[src/hw/rtl/bsf_pkg.sv]
package bsf_pkg;

   localparam int TABLE_ENTRIES_DEF = 256;

   localparam int KEY_W   = 32;
   localparam int VALUE_W = 8;
   localparam int CNT_W6  = 6;

   // request codes
   localparam logic [1:0] REQ_FRAME  = 2'd0;
   localparam logic [1:0] REQ_SET    = 2'd1;
   localparam logic [1:0] REQ_REMOVE = 2'd2;

   // response status codes
   localparam logic [1:0] ST_DONE      = 2'd0;
   localparam logic [1:0] ST_FULL      = 2'd1;
   localparam logic [1:0] ST_NOT_FOUND = 2'd2;

   localparam logic [15:0]        ETHERTYPE_IPV4  = 16'h0800;
   localparam logic [CNT_W6-1:0]  MIN_FRAME_BYTES = 6'd34;
   localparam logic [CNT_W6-1:0]  ETYPE_POS_HI    = 6'd12;
   localparam logic [CNT_W6-1:0]  ETYPE_POS_LO    = 6'd13;
   localparam logic [CNT_W6-1:0]  SRC_POS_FIRST   = 6'd26;
   localparam logic [CNT_W6-1:0]  SRC_POS_LAST    = 6'd29;
   localparam logic [VALUE_W-1:0] BLOCKED_VALUE   = 8'd1;

   // what an accepted request leads to
   typedef enum logic [1:0] {
      KIND_NONE,
      KIND_RESULT,
      KIND_SCAN
   } kind_type;

   typedef struct packed {
      logic clear;
      logic accept;
      logic scan;
      logic load_rsp;
   } cmd_type;

   typedef struct packed {
      logic     clear_done;
      kind_type kind;
      logic     scan_done;
   } status_type;

endpackage

[src/hw/rtl/bsf_ctrl.sv]
module bsf_ctrl (
   input  logic                clock,
   input  logic                reset,
   input  logic                req_valid,
   output logic                req_ready,
   output logic                rsp_valid,
   input  logic                rsp_ready,
   input  bsf_pkg::status_type status,
   output bsf_pkg::cmd_type    cmd
);

   typedef enum logic [2:0] {
      S_CLEAR,
      S_IDLE,
      S_SCAN,
      S_RESP
   } state_type;

   state_type state_ff, state_in;
   logic      rsp_valid_ff, rsp_valid_in;
   logic      slot_free;

   assign slot_free = !rsp_valid_ff || rsp_ready;
   assign req_ready = (state_ff == S_IDLE);
   assign rsp_valid = rsp_valid_ff;

   always_comb begin
      state_in     = state_ff;
      cmd          = '0;
      rsp_valid_in = rsp_valid_ff && !rsp_ready;
      unique case (state_ff)
         S_CLEAR: begin
            cmd.clear = 1'b1;
            if (status.clear_done) begin
               state_in = S_IDLE;
            end
         end
         S_IDLE: begin
            if (req_valid) begin
               cmd.accept = 1'b1;
               unique case (status.kind)
                  bsf_pkg::KIND_RESULT: state_in = S_RESP;
                  bsf_pkg::KIND_SCAN:   state_in = S_SCAN;
                  default:              state_in = S_IDLE;
               endcase
            end
         end
         S_SCAN: begin
            cmd.scan = 1'b1;
            if (status.scan_done) begin
               state_in = S_RESP;
            end
         end
         S_RESP: begin
            // hold the result until the output register is free
            if (slot_free) begin
               cmd.load_rsp = 1'b1;
               rsp_valid_in = 1'b1;
               state_in     = S_IDLE;
            end
         end
         default: begin
            state_in = S_IDLE;
         end
      endcase
   end

   always_ff @(posedge clock) begin
      if (reset) begin
         state_ff     <= S_CLEAR;
         rsp_valid_ff <= 1'b0;
      end else begin
         state_ff     <= state_in;
         rsp_valid_ff <= rsp_valid_in;
      end
   end

endmodule

[config.mk]
export PLATFORM = sky130hd
export DESIGN_NAME = bsf_ctrl
export DESIGN_NICKNAME = d
export VERILOG_FILES = /design/src/hw/rtl/bsf_pkg.sv /design/src/hw/rtl/bsf_ctrl.sv
export SDC_FILE = /design/constraint.sdc
export NUM_CORES = 1
export LEC_CHECK = 0
export BUFFER_PORTS_ARGS = -buffer_cell sky130_fd_sc_hd__buf_2
export CAP_MARGIN = 0
export CORE_AREA = 2 2 39 41
export DETAILED_ROUTE_END_ITERATION = 8
export DIE_AREA = 0 0 41 43
export PLACE_DENSITY = 0.5
export REMOVE_ABC_BUFFERS = 1
export SYNTH_ARGS = -nofsm -noshare
export SYNTH_HDL_FRONTEND = slang
export SYNTH_SLANG_ARGS = --single-unit
[constraint.sdc]
create_clock -name clock -period 4.05 [get_ports clock]
set_clock_uncertainty 0.15 [all_clocks]
set_input_delay 0.2025 -clock clock [delete_from_list [all_inputs] [get_ports clock]]
set_output_delay 0.2025 -clock clock [all_outputs]
set_load 0.02 [all_outputs]
* Word-level counts from Yosys, hierarchy flattened
Index checks and enable logic that the tools add are counted.
Word-level totals: output and inout port bits 6, flip-flop bits (word level) 4, logic and storage cells 31
Operators by class: eq/ne operators 9, multiplexer cells 14, reduce and logical (&&, ||, !) cells 6
Operator list (number):
- $mux W3 | 4
- $pmux W3 S4 | 1
- $mux W1 | 8
- $ne A2 B2 Y1 const B | 4
- $eq A3 B2 Y1 const B | 2
- $pmux W2 S2 | 1
- $reduce_and A4 Y1 | 1
- $eq A3 B1 Y1 const B | 1
- $logic_not A3 Y1 | 1
- $eq A2 B1 Y1 const B | 1
- $eq A2 B2 Y1 const B | 1
- $logic_not A1 Y1 | 2
- $logic_and A1 B1 Y1 | 1
- $logic_or A1 B1 Y1 | 1

* Longest topological paths before layout
Gate-level depths: netlist (run 1).
depth after elaboration 4, mapped depth 5, mapped depth without buffers 5

* Least setup slack after synthesis (run 1)
No wires, ideal clock.
kind register -> register, from register state_ff[0], to register state_ff[0], stages on the path, launching flop included 6, path slack 2345 ps, library setup time 79 ps, arrival 1476 ps, path buffers 0, period minus slack after synthesis 1705 ps, data required time 3821 ps, cells stage by stage dfxtp_1 > inv_1 > ha_1 > nor2b_4 > o41a_1 > a211oi_2
On the way: longest elaborated chain between the ends 3
Ends and longest elaborated chain:
- start, declared | line bsf_ctrl.sv:19 | state_type state_ff, state_in;
- start signal, assigned | line bsf_ctrl.sv:73 | state_ff <= state_in;
- $eq A3 B2 Y1 (tied with other cells) | line bsf_ctrl.sv:31 | unique case (state_ff)
- $ne A2 B2 Y1 (no line)
- $reduce_and A4 Y1 (no line)
Parallel ways exist; a longest one is shown, timed or not. A chain may end at the register's enable or synchronous reset.

* Worst setup path in the final report (run 1)
from register state_ff[0], to register state_ff[1]
Same word-level chain as after synthesis.

==> impl_results.md, run 1 <==
* Status: finished, final reports clean
* Hold Path Class: input port to flip-flop
* Total GRT Usage at 8.124%
* GR Overflow Total at 0
* Critical path class: flip-flop to flip-flop
* Power Density at 334.5 nW/µm²
* Fillers at 157
* Post-synth top area share at 25.75%
* IO Port Bufs at 13
* Critical path peak fanout at 4
* Placed cell count at 60
* DRC at 0
* F_max at 0.5900 GHz
* Routed wl met3 at 31 µm
* Clock tree root driver cell: clkbuf_4
* Leakage power at 0.2021 nW
* Maximum number of pins on one net before global-route repair at 5
* # setup viols final at 0
* Top post-synthesis cells by count: ha_1 (6), nor2b_1 (5), inv_1 (4), dfxtp_1 (3)
* Post-DP Area at 376.6 µm²
* Synthesized flop and latch total at 3
* RD Place Congestion at 0.6835
* Top Layer Used: met3
* Async S/R FF share, synth at 0%
* DRT Pass-1 Iters at 2
* CP Data Required Time at 4060 ps
* Antenna diode count at 0
* Clock Power Share at 38.3%
* Initial DRC count at 1
* Vias per cell at 4.047
* Ys flop type: dfxtp_1
* Design Area, Final at 402.9 µm²
* Largest cells by area after synthesis: ha_1 (26%), dfxtp_1 (21%), nor2b_1 (11%)
* Die Wd at 41 µm
* Number of max-cap violations at 0
* Syn Inst Count at 31
* Wl on met1 at 221 µm
* Longest Clk Path Bufs at 2
* Vias in the first global route at 282
* Design Power at 0.1348 mW
* I/O Pins at 14
* Actual slew at the worst max-slew pin at 359.9 ps
* Routed Antenna Nets at 0
* Net Sw Frac at 31.83%
* Synthesized area at 291.5 µm²
* # nets final at 63
* Internal at 0.09187 mW
* Clock Latency Late Sink at 230 ps
* CTS tree: built
* Final period util at 41.85%
* Worst Setup End Kind: flip-flop
* Inserted Clock Buffers at 3
* Setup WS post-layout at 2355 ps
* Synth warnings at 0
* Final Slew Violations at 0
* Sequential share of power at 25.9%
* Dpl hpwl at 480.2 µm
* Starting Density at 21.07%
* Post-synth EDFFs at 0
* Comb power frac at 35.8%
* Die height at 43 µm
* RSZ-0062 raised after global routing: false
* Placement Rows at 14
* Post-CTS setup buffers at 0
* Met2 routed WL at 305 µm
* Yosys top cell by area: ha_1
* Tmin final at 1695 ps
* Seq/Total Area, Yosys at 20.60%
* Wire per inst at 8.719 µm
* Core ar. at 1384 µm²
* Pre-CTS WS at 2352 ps
* Clock sinks at 3
* Global-route wire length before repair at 938 µm
* CTS Hold Buffers Added at 0
* Post-CTS resize count at 0
* Critical Path Source Type: flip-flop
* Via Count at 259
* Initial antenna violation count at 0
* Setup TNS at 0 ps
* Final hold vios at 0
* Area of the die at 1763 µm²
* Routed WL at 558 µm
* Sw Pwr at 0.04290 mW
* Relative slew slack at 75.81%
* Cell Count, Final, Fillers Out at 64
* H-tree Lvls at 1
* Clock transition at path regs at 40 ps
* Count leader, synth: ha_1
* Area Overhead vs Synth at 38.20%
* Worst EP arrival at 1700 ps
* Layout cell share with drive strength beyond 1 at 39.58%
* Synth Area per Inst at 9.404 µm²
* VDD IR-drop max at 0.00008475 V
* Synth unique cells at 17
logic make-up after synthesis:
| family | count (synthesis) | share of synthesized area, % |
|---|---|---|
| mux | 1 | 3.434 |
| fa+ha+maj | 6 | 25.75 |
| compound gates | 5 | 14.16 |
| buf+inv | 4 | 5.149 |
| flops | 3 | 20.60 |
| simple gates | 12 | 30.90 |
registers in the layout (all words and copies together) (netlist names):
| name | count |
|---|---|
| state_ff | 2 |
| rsp_valid | 1 |
layout make-up:
cell class	instances	area, µm²	share of cell area, %
Sequential cell	3	60.06	14.91
Tap cell	16	20.02	4.969
Clock buffer	4	26.28	6.522
Multi-Input combinational cell	24	216.5	53.73
Inverter	4	15.01	3.727
Timing Repair Buffer	13	65.06	16.15
through the flow:
step | hold WS (ps) | util (%)
2_1_floorplan | 117.1 | -
3_3_place_gp | 275.4 | 27.22
3_5_place_dp | 268.6 | 27.22
4_1_cts | 20.45 | 29.11
5_1_grt | 24.80 | 29.11
6_report | 25.70 | 29.11
worst max-delay path, stage by stage, from the launching register on:
cell and delay [ps]:
dfxtp_1 370, inv_1 100, ha_1 250, nor2b_4 140
nor4_2 390, mux2i_1 230
final timing paths:
kind | start | to | cells past startpoint | slack, ps
min reg2reg | state_ff[1]$_SDFFE_PP0P_ | state_ff[1]$_SDFFE_PP0P_ | 2 | 380
max | state_ff[0]$_SDFFE_PP0P_ | state_ff[1]$_SDFFE_PP0P_ | 5 | 2360
min | reset | state_ff[0]$_SDFFE_PP0P_ | 2 | 30
max reg2reg | state_ff[0]$_SDFFE_PP0P_ | state_ff[1]$_SDFFE_PP0P_ | 5 | 2360
power by group through the flow:
stage	combinational, mW	sequential, mW	clock [mW]
finish	0.0483	0.0349	0.0516
global route	0.0547	0.0350	0.0561
CTS	0.0494	0.0349	0.0547
detailed placement	0.0490	0.0353	0
global placement	0.0498	0.0351	0
floorplan	0.0362	0.0349	0
layer usage:
metal | GRT usage [%] | up-vias
met5 | 0 | -
met4 | 6.000 | 0
met3 | 3.141 | 0
met2 | 13.75 | 5
met1 | 7.051 | 116
li1 | - | 138
placed cells by master, fill, tap and decap left out:
master	count
buf_2	13
ha_1	6
nor2b_1	5
inv_1	4
clkbuf_4	3
dfxtp_1	3
a21boi_0	1
and2_1	1
nand2b_1	1
o21ai_0	1
nor2b_4	1
and3b_1	1
nor4_2	1
mux2i_1	1
nor3b_1	1
o41a_1	1
a211oi_2	1
a21oi_1	1
nor2_1	1
clkbuf_1	1
Power figures use the tool's default switching activity.
==> run 2: changes to the inputs <==
- clock period: 4.05 -> 1.7 ns (I/O delays scaled with it)
==> run 2 against run 1 <==
Effect of this change:
- wire length is 8.2% higher
- critical path depth stayed put
- largest power group is now combinational cells
- cell count is 4.7% higher
- worst setup slack worse by 2300 ps
- die area stayed put
- non-clock buffer count is 3 higher
- utilization is 3.1 points higher
- total power is 150% higher
- clock power is 140% higher
==> impl_results.md, run 2 (synthesis gave the netlist of run 1 again) <==
* Status: finished, final reports clean (unchanged)
* Number of max-cap violations at 0 (unchanged)
* Via Count at 279 (was 259)
* Clock sinks at 3 (unchanged)
* CP startpoint: state_ff[0]$_SDFFE_PP0P_ (unchanged)
* Worst R2R End: state_ff[0]$_SDFFE_PP0P_ (was state_ff[1]$_SDFFE_PP0P_)
* Starting Density at 21.07% (unchanged)
* CTS tree: built (unchanged)
* Biggest register: state_ff (unchanged)
* Post-layout util at 32.19% (was 29.11%)
* # nets final at 66 (was 63)
* Seq. cell area at 63.81 µm² (was 60.06 µm²)
* H-tree Lvls at 1 (unchanged)
* Reg2reg path depth at 5 (unchanged)
* Internal at 0.2293 mW (was 0.09187 mW)
* F_max at 0.6176 GHz (was 0.5900 GHz)
* Clock Latency Late Sink at 230 ps (about the same)
* Global-route wire length before repair at 917 µm (was 938 µm)
* Die height at 43 µm (unchanged)
* Tmin final at 1619 ps (was 1695 ps)
* Sequential share of power at 25.2% (was 25.9%)
* Inserted Clock Buffers at 3 (unchanged)
* Critical Path Source Type: flip-flop (unchanged)
* Clock tree root driver cell: clkbuf_4 (unchanged)
* Cell Count, Final, Fillers Out at 67 (was 64)
* Area of the die at 1763 µm² (unchanged)
* Maximum number of pins on one net before global-route repair at 5 (unchanged)
* Setup TNS at 0 ps (unchanged)
* Relative slew slack at 81.28% (was 75.81%)
* Hold Path Class: input port to flip-flop (unchanged)
* Fillers at 156 (was 157)
* Post-DP Area at 391.6 µm² (was 376.6 µm²)
* Most common cell after layout, fill and taps aside: buf_2 (unchanged)
* I/O Pins at 14 (unchanged)
* DRT Pass-1 Iters at 2 (unchanged)
* Clock Power Share at 36.9% (was 38.3%)
* Flop2flop setup slack at 80 ps (was 2360 ps)
* Initial antenna violation count at 0 (unchanged)
* Total GRT Usage at 8.325% (was 8.124%)
* Routed WL at 604 µm (was 558 µm)
* Vias in the first global route at 254 (was 282)
* Clock transition at path regs at 40 ps (about the same)
* GR Overflow Total at 0 (unchanged)
* Comb power frac at 38.0% (was 35.8%)
* Longest Clk Path Bufs at 2 (unchanged)
* Routed Antenna Nets at 0 (unchanged)
* Worst Setup End Kind: flip-flop (unchanged)
* CP Data Required Time at 1700 ps (was 4060 ps)
* Net Sw Frac at 31.83% (about the same)
* Initial DRC count at 3 (was 1)
* Dpl hpwl at 480.3 µm (was 480.2 µm)
* Die Wd at 41 µm (unchanged)
* Critical path peak fanout at 4 (unchanged)
* Sw Pwr at 0.1071 mW (was 0.04290 mW)
* Number of flip-flops in the largest register at 2 (unchanged)
* Worst Setup EP: state_ff[0]$_SDFFE_PP0P_ (was state_ff[1]$_SDFFE_PP0P_)
* Placement Rows at 14 (unchanged)
* Area Overhead vs Synth at 52.79% (was 38.20%)
* Core ar. at 1384 µm² (unchanged)
* Power Density at 755.2 nW/µm² (was 334.5 nW/µm²)
* RD Place Congestion at 0.6737 (was 0.6835)
* Vias per cell at 4.164 (was 4.047)
* Leakage power at 0.2206 nW (was 0.2021 nW)
* Commonest cells after routing, fill and taps aside: buf_2 (13), ha_1 (5), inv_1 (4), nor2b_1 (4), clkbuf_4 (3) (was buf_2 (13), ha_1 (6), nor2b_1 (5), inv_1 (4))
* Multi-input logic area at 230.2 µm² (was 216.5 µm²)
* DRC at 0 (unchanged)
* Actual slew at the worst max-slew pin at 280.2 ps (was 359.9 ps)
* Final Slew Violations at 0 (unchanged)
* Final hold vios at 0 (unchanged)
* Layout cell share with drive strength beyond 1 at 47.06% (was 39.58%)
* IO Port Bufs at 13 (unchanged)
* Critical path class: flip-flop to flip-flop (unchanged)
* Design Area, Final at 445.4 µm² (was 402.9 µm²)
* Final period util at 95.24% (was 41.85%)
* FF-to-FF Start: state_ff[0]$_SDFFE_PP0P_ (unchanged)
* Worst EP arrival at 1620 ps (was 1700 ps)
* Antenna diode count at 0 (unchanged)
* Wire per inst at 9.015 µm (was 8.719 µm)
* Placed cell count at 62 (was 60)
* Hold path depth at 4 (was 2)
* # setup viols final at 0 (unchanged)
* VDD IR-drop max at 0.0002007 V (was 0.00008475 V)
run 2: changes by cell type in the layout (fill, tap and decap cells not counted), sizes merged:
cell / before / now
buf: 13 / 15
dlygate4sd3: 0 / 1
run 2: timing repair:
action	4_1_cts	5_1_grt
setup buffers	0	0
endpoints found under the setup margin	0	2
hold buffers	1	0
gates resized for setup	0	5
endpoints found under the hold margin	2	0
run 2: worst min-delay path by stage:
stage / from / to
2_1_floorplan: reset / state_ff[0]$_SDFFE_PP0P_
4_1_cts: rsp_ready / rsp_valid$_SDFF_PP0_
5_1_grt: rsp_ready / rsp_valid$_SDFF_PP0_
3_5_place_dp: reset / state_ff[0]$_SDFFE_PP0P_
3_3_place_gp: reset / state_ff[0]$_SDFFE_PP0P_
6_report: rsp_ready / rsp_valid$_SDFF_PP0_
run 2: metal layers:
layer  share of wire (%)  wire [µm]  track usage [%]
met1                  39        236            7.692
met2                  54        327            11.88
met3                 6.5         39            6.283
met4                   0          0            6.000
met5                   0          0                0
run 2: stage by stage:
step | hold WS, ps | setup slack [ps] | power (mW)
after floorplan | -0.3537 | -4.966 | 0.1696
after global placement | 148.8 | 55.66 | 0.2031
after detailed placement | 149.4 | 32.50 | 0.2037
after CTS | 17.04 | 23.35 | 0.3397
after global routing | 85.17 | -1.029 | 0.3719
final | 21.35 | 80.90 | 0.3364
run 2: layout make-up:
type	instances	share of cell area, %
well taps	16	4.494
repair buffers	16	20.22
clock buffers	4	5.899
multi-input cells	24	51.69
flip-flops and latches	3	14.33
inverters	4	3.371
run 2: power groups by stage:
stage / logic [mW] / clock network (mW) / registers (mW)
final: 0.128 / 0.124 / 0.0847
after floorplan: 0.0863 / 0 / 0.0833
after global placement: 0.120 / 0 / 0.0833
after detailed placement: 0.120 / 0 / 0.0840
after CTS: 0.122 / 0.135 / 0.0829
after global routing: 0.144 / 0.141 / 0.0861
run 2: critical path, cell delays in order (launching register included):
cell and delay, ps:
dfxtp_4 350, inv_1 70, ha_1 210, nor2b_4 140, o41a_1 430, a211oi_2 180
==> run 3: changes to the inputs <==
- CORE_AREA: 2 2 39 41 -> 8 8 45 47
- DIE_AREA: 0 0 41 43 -> 0 0 53 55
==> run 3 against run 2 <==
Effect of this change:
- final area is 3.7% lower
- global-route usage is 2.7 points lower
- flip-flop and latch count stayed put
- combinational power is 6% lower
- utilization is 1.2 points lower
- first-iteration DRC count is 67% lower
- wire length is 15% higher
- via count stayed put
- sequential power is 2% lower
- hold slack better by 6.2 ps
- clock power hardly changed
==> impl_results.md, run 3 (synthesis gave the netlist of run 1 again) <==
* Status: finished, final reports clean (unchanged)
* DRT Pass-1 Iters at 2 (unchanged)
* Worst EP arrival at 1600 ps (was 1620 ps)
* Flop2flop setup slack at 110 ps (was 80 ps)
* Antenna diode count at 0 (unchanged)
* Post-DP Area at 391.6 µm² (unchanged)
* CTS tree: built (unchanged)
* Leakage power at 0.2172 nW (was 0.2206 nW)
* Number of flip-flops in the largest register at 2 (unchanged)
* H-tree Lvls at 1 (unchanged)
* Global-route wire length before repair at 1131 µm (was 917 µm)
* # setup viols final at 0 (unchanged)
* Area of the die at 2915 µm² (was 1763 µm²)
* DRC at 0 (unchanged)
* Final period util at 93.45% (was 95.24%)
* Routed Antenna Nets at 0 (unchanged)
* Placed cell count at 62 (unchanged)
* Longest Clk Path Bufs at 2 (unchanged)
* Critical path class: flip-flop to flip-flop (unchanged)
* Wire per inst at 10.33 µm (was 9.015 µm)
* Final hold vios at 0 (unchanged)
* F_max at 0.6295 GHz (was 0.6176 GHz)
* Clock transition at path regs at 40 ps (about the same)
* Layout cell share with drive strength beyond 1 at 43.14% (was 47.06%)
* IO Port Bufs at 13 (unchanged)
* Critical path peak fanout at 4 (unchanged)
* Most common cell after layout, fill and taps aside: buf_2 (unchanged)
* Internal at 0.2233 mW (was 0.2293 mW)
* RD Place Congestion at 0.7151 (was 0.6737)
* Sw Pwr at 0.1052 mW (was 0.1071 mW)
* Hold Path Class: input port to flip-flop (unchanged)
* Commonest cells after routing, fill and taps aside: buf_2 (13), ha_1 (6), nor2b_1 (5), inv_1 (4), clkbuf_4 (3) (was buf_2 (13), ha_1 (5), inv_1 (4), nor2b_1 (4), clkbuf_4 (3))
* Tmin final at 1589 ps (was 1619 ps)
* Maximum number of pins on one net before global-route repair at 5 (unchanged)
* Design Area, Final at 429.2 µm² (was 445.4 µm²)
* Slowest CP cell: nor4_2 (was o41a_1)
* Number of max-cap violations at 0 (unchanged)
* VDD IR-drop max at 0.0002418 V (was 0.0002007 V)
* Critical Path Source Type: flip-flop (unchanged)
* Routed WL at 692 µm (was 604 µm)
* # nets final at 66 (unchanged)
* Post-CTS setup buffers at 0 (unchanged)
* Worst Path Buf+Inv at 1 (unchanged)
* Clock sinks at 3 (unchanged)
* Actual slew at the worst max-slew pin at 328.5 ps (was 280.2 ps)
* Total GRT Usage at 5.625% (was 8.325%)
* Clock Power Share at 38.0% (was 36.9%)
* RSZ-0062 raised after global routing: false
* GR Overflow Total at 0 (unchanged)
* Die Wd at 53 µm (was 41 µm)
* CP cell instances: inv_1 > ha_1 > nor2b_4 > nor4_2 > mux2i_1 (was inv_1 > ha_1 > nor2b_4 > o41a_1 > a211oi_2)
* Core ar. at 1384 µm² (unchanged)
* Power Density at 765.4 nW/µm² (was 755.2 nW/µm²)
* Comb power frac at 36.6% (was 38.0%)
* Area Overhead vs Synth at 47.21% (was 52.79%)
* Design Power at 0.3285 mW (was 0.3364 mW)
* CP peak stage delay at 360 ps (was 430 ps)
* CP Data Required Time at 1710 ps (was 1700 ps)
* Clock tree root driver cell: clkbuf_4 (unchanged)
* Via Count at 279 (unchanged)
* Vias in the first global route at 302 (was 254)
* Biggest register: state_ff (unchanged)
* Vias per cell at 4.164 (unchanged)
* Final Slew Violations at 0 (unchanged)
* Initial DRC count at 1 (was 3)
* Dpl hpwl at 619 µm (was 480.3 µm)
* Worst Setup End Kind: flip-flop (unchanged)
* WHS at 27.56 ps (was 21.35 ps)
* Placement Rows at 14 (unchanged)
* Inserted Clock Buffers at 3 (unchanged)
* Clock Latency Late Sink at 230 ps (about the same)
* Relative slew slack at 77.92% (was 81.28%)
* Cell Count, Final, Fillers Out at 67 (unchanged)
* Starting Density at 21.07% (unchanged)
* Delay-heaviest family, CP: simple AND/OR/NAND/NOR gates (was compound AO/OA/AOI/OAI gates)
* Die height at 55 µm (was 43 µm)
* Initial antenna violation count at 0 (unchanged)
* I/O Pins at 14 (unchanged)
* Sequential share of power at 25.4% (was 25.2%)
* Net Sw Frac at 32.02% (was 31.83%)
## run 3: worst register-to-register path: cells and delay by family, from the launching register on
kind / cells / cell delay (ps)
simple gates: 2 / 500
flops: 1 / 340
mux: 1 / 230
fa+ha+maj: 1 / 220
buf+inv: 1 / 80
## run 3: power by group through the flow
| stage | registers (mW) | logic, mW | clock network (mW) |
|---|---|---|---|
| 6_report | 0.0834 | 0.120 | 0.125 |
| 5_1_grt | 0.0848 | 0.134 | 0.140 |
| 4_1_cts | 0.0824 | 0.124 | 0.132 |
| 3_5_place_dp | 0.0835 | 0.122 | 0 |
| 3_3_place_gp | 0.0830 | 0.122 | 0 |
| 2_1_floorplan | 0.0833 | 0.0863 | 0 |
## run 3: layout make-up
type / instances / area [µm²]
inverters: 4 / 15.01
well taps: 16 / 20.02
clock buffers: 4 / 26.28
fillers: 150 / 954.7
flip-flops and latches: 3 / 61.31
repair buffers: 16 / 90.09
multi-input cells: 24 / 216.5
## run 3: timing repair
item                                   4_1_cts  5_1_grt
setup endpoints to repair                    0        2
endpoints found under the hold margin        2        0
gates resized for setup                      0        1
hold buffers                                 1        0
## run 3: through the flow
stage | TNS, ps | worst slack, ps | util (%)
after floorplan | -4.966 | -4.966 | -
after global placement | 0 | 58.80 | 28.30
after detailed placement | 0 | 9.698 | 28.30
after CTS | 0 | 0.1139 | 30.92
after global routing | 0 | 35.35 | 31.01
final | 0 | 111.3 | 31.01
## run 3: path summary, 6_finish.rpt
check                                               from                        to  depth (start not counted)
worst max-delay path            state_ff[0]$_SDFFE_PP0P_  state_ff[1]$_SDFFE_PP0P_                          5
worst max register to register  state_ff[0]$_SDFFE_PP0P_  state_ff[1]$_SDFFE_PP0P_                          5
worst min register to register      rsp_valid$_SDFF_PP0_      rsp_valid$_SDFF_PP0_                          2
worst min-delay path                           rsp_ready      rsp_valid$_SDFF_PP0_                          4
## run 3: routing by layer
layer	GRT usage, %	share of wire [%]
met5	0	0
met4	6.466	0
met3	2.674	7.2
met2	10.74	59
met1	3.490	34
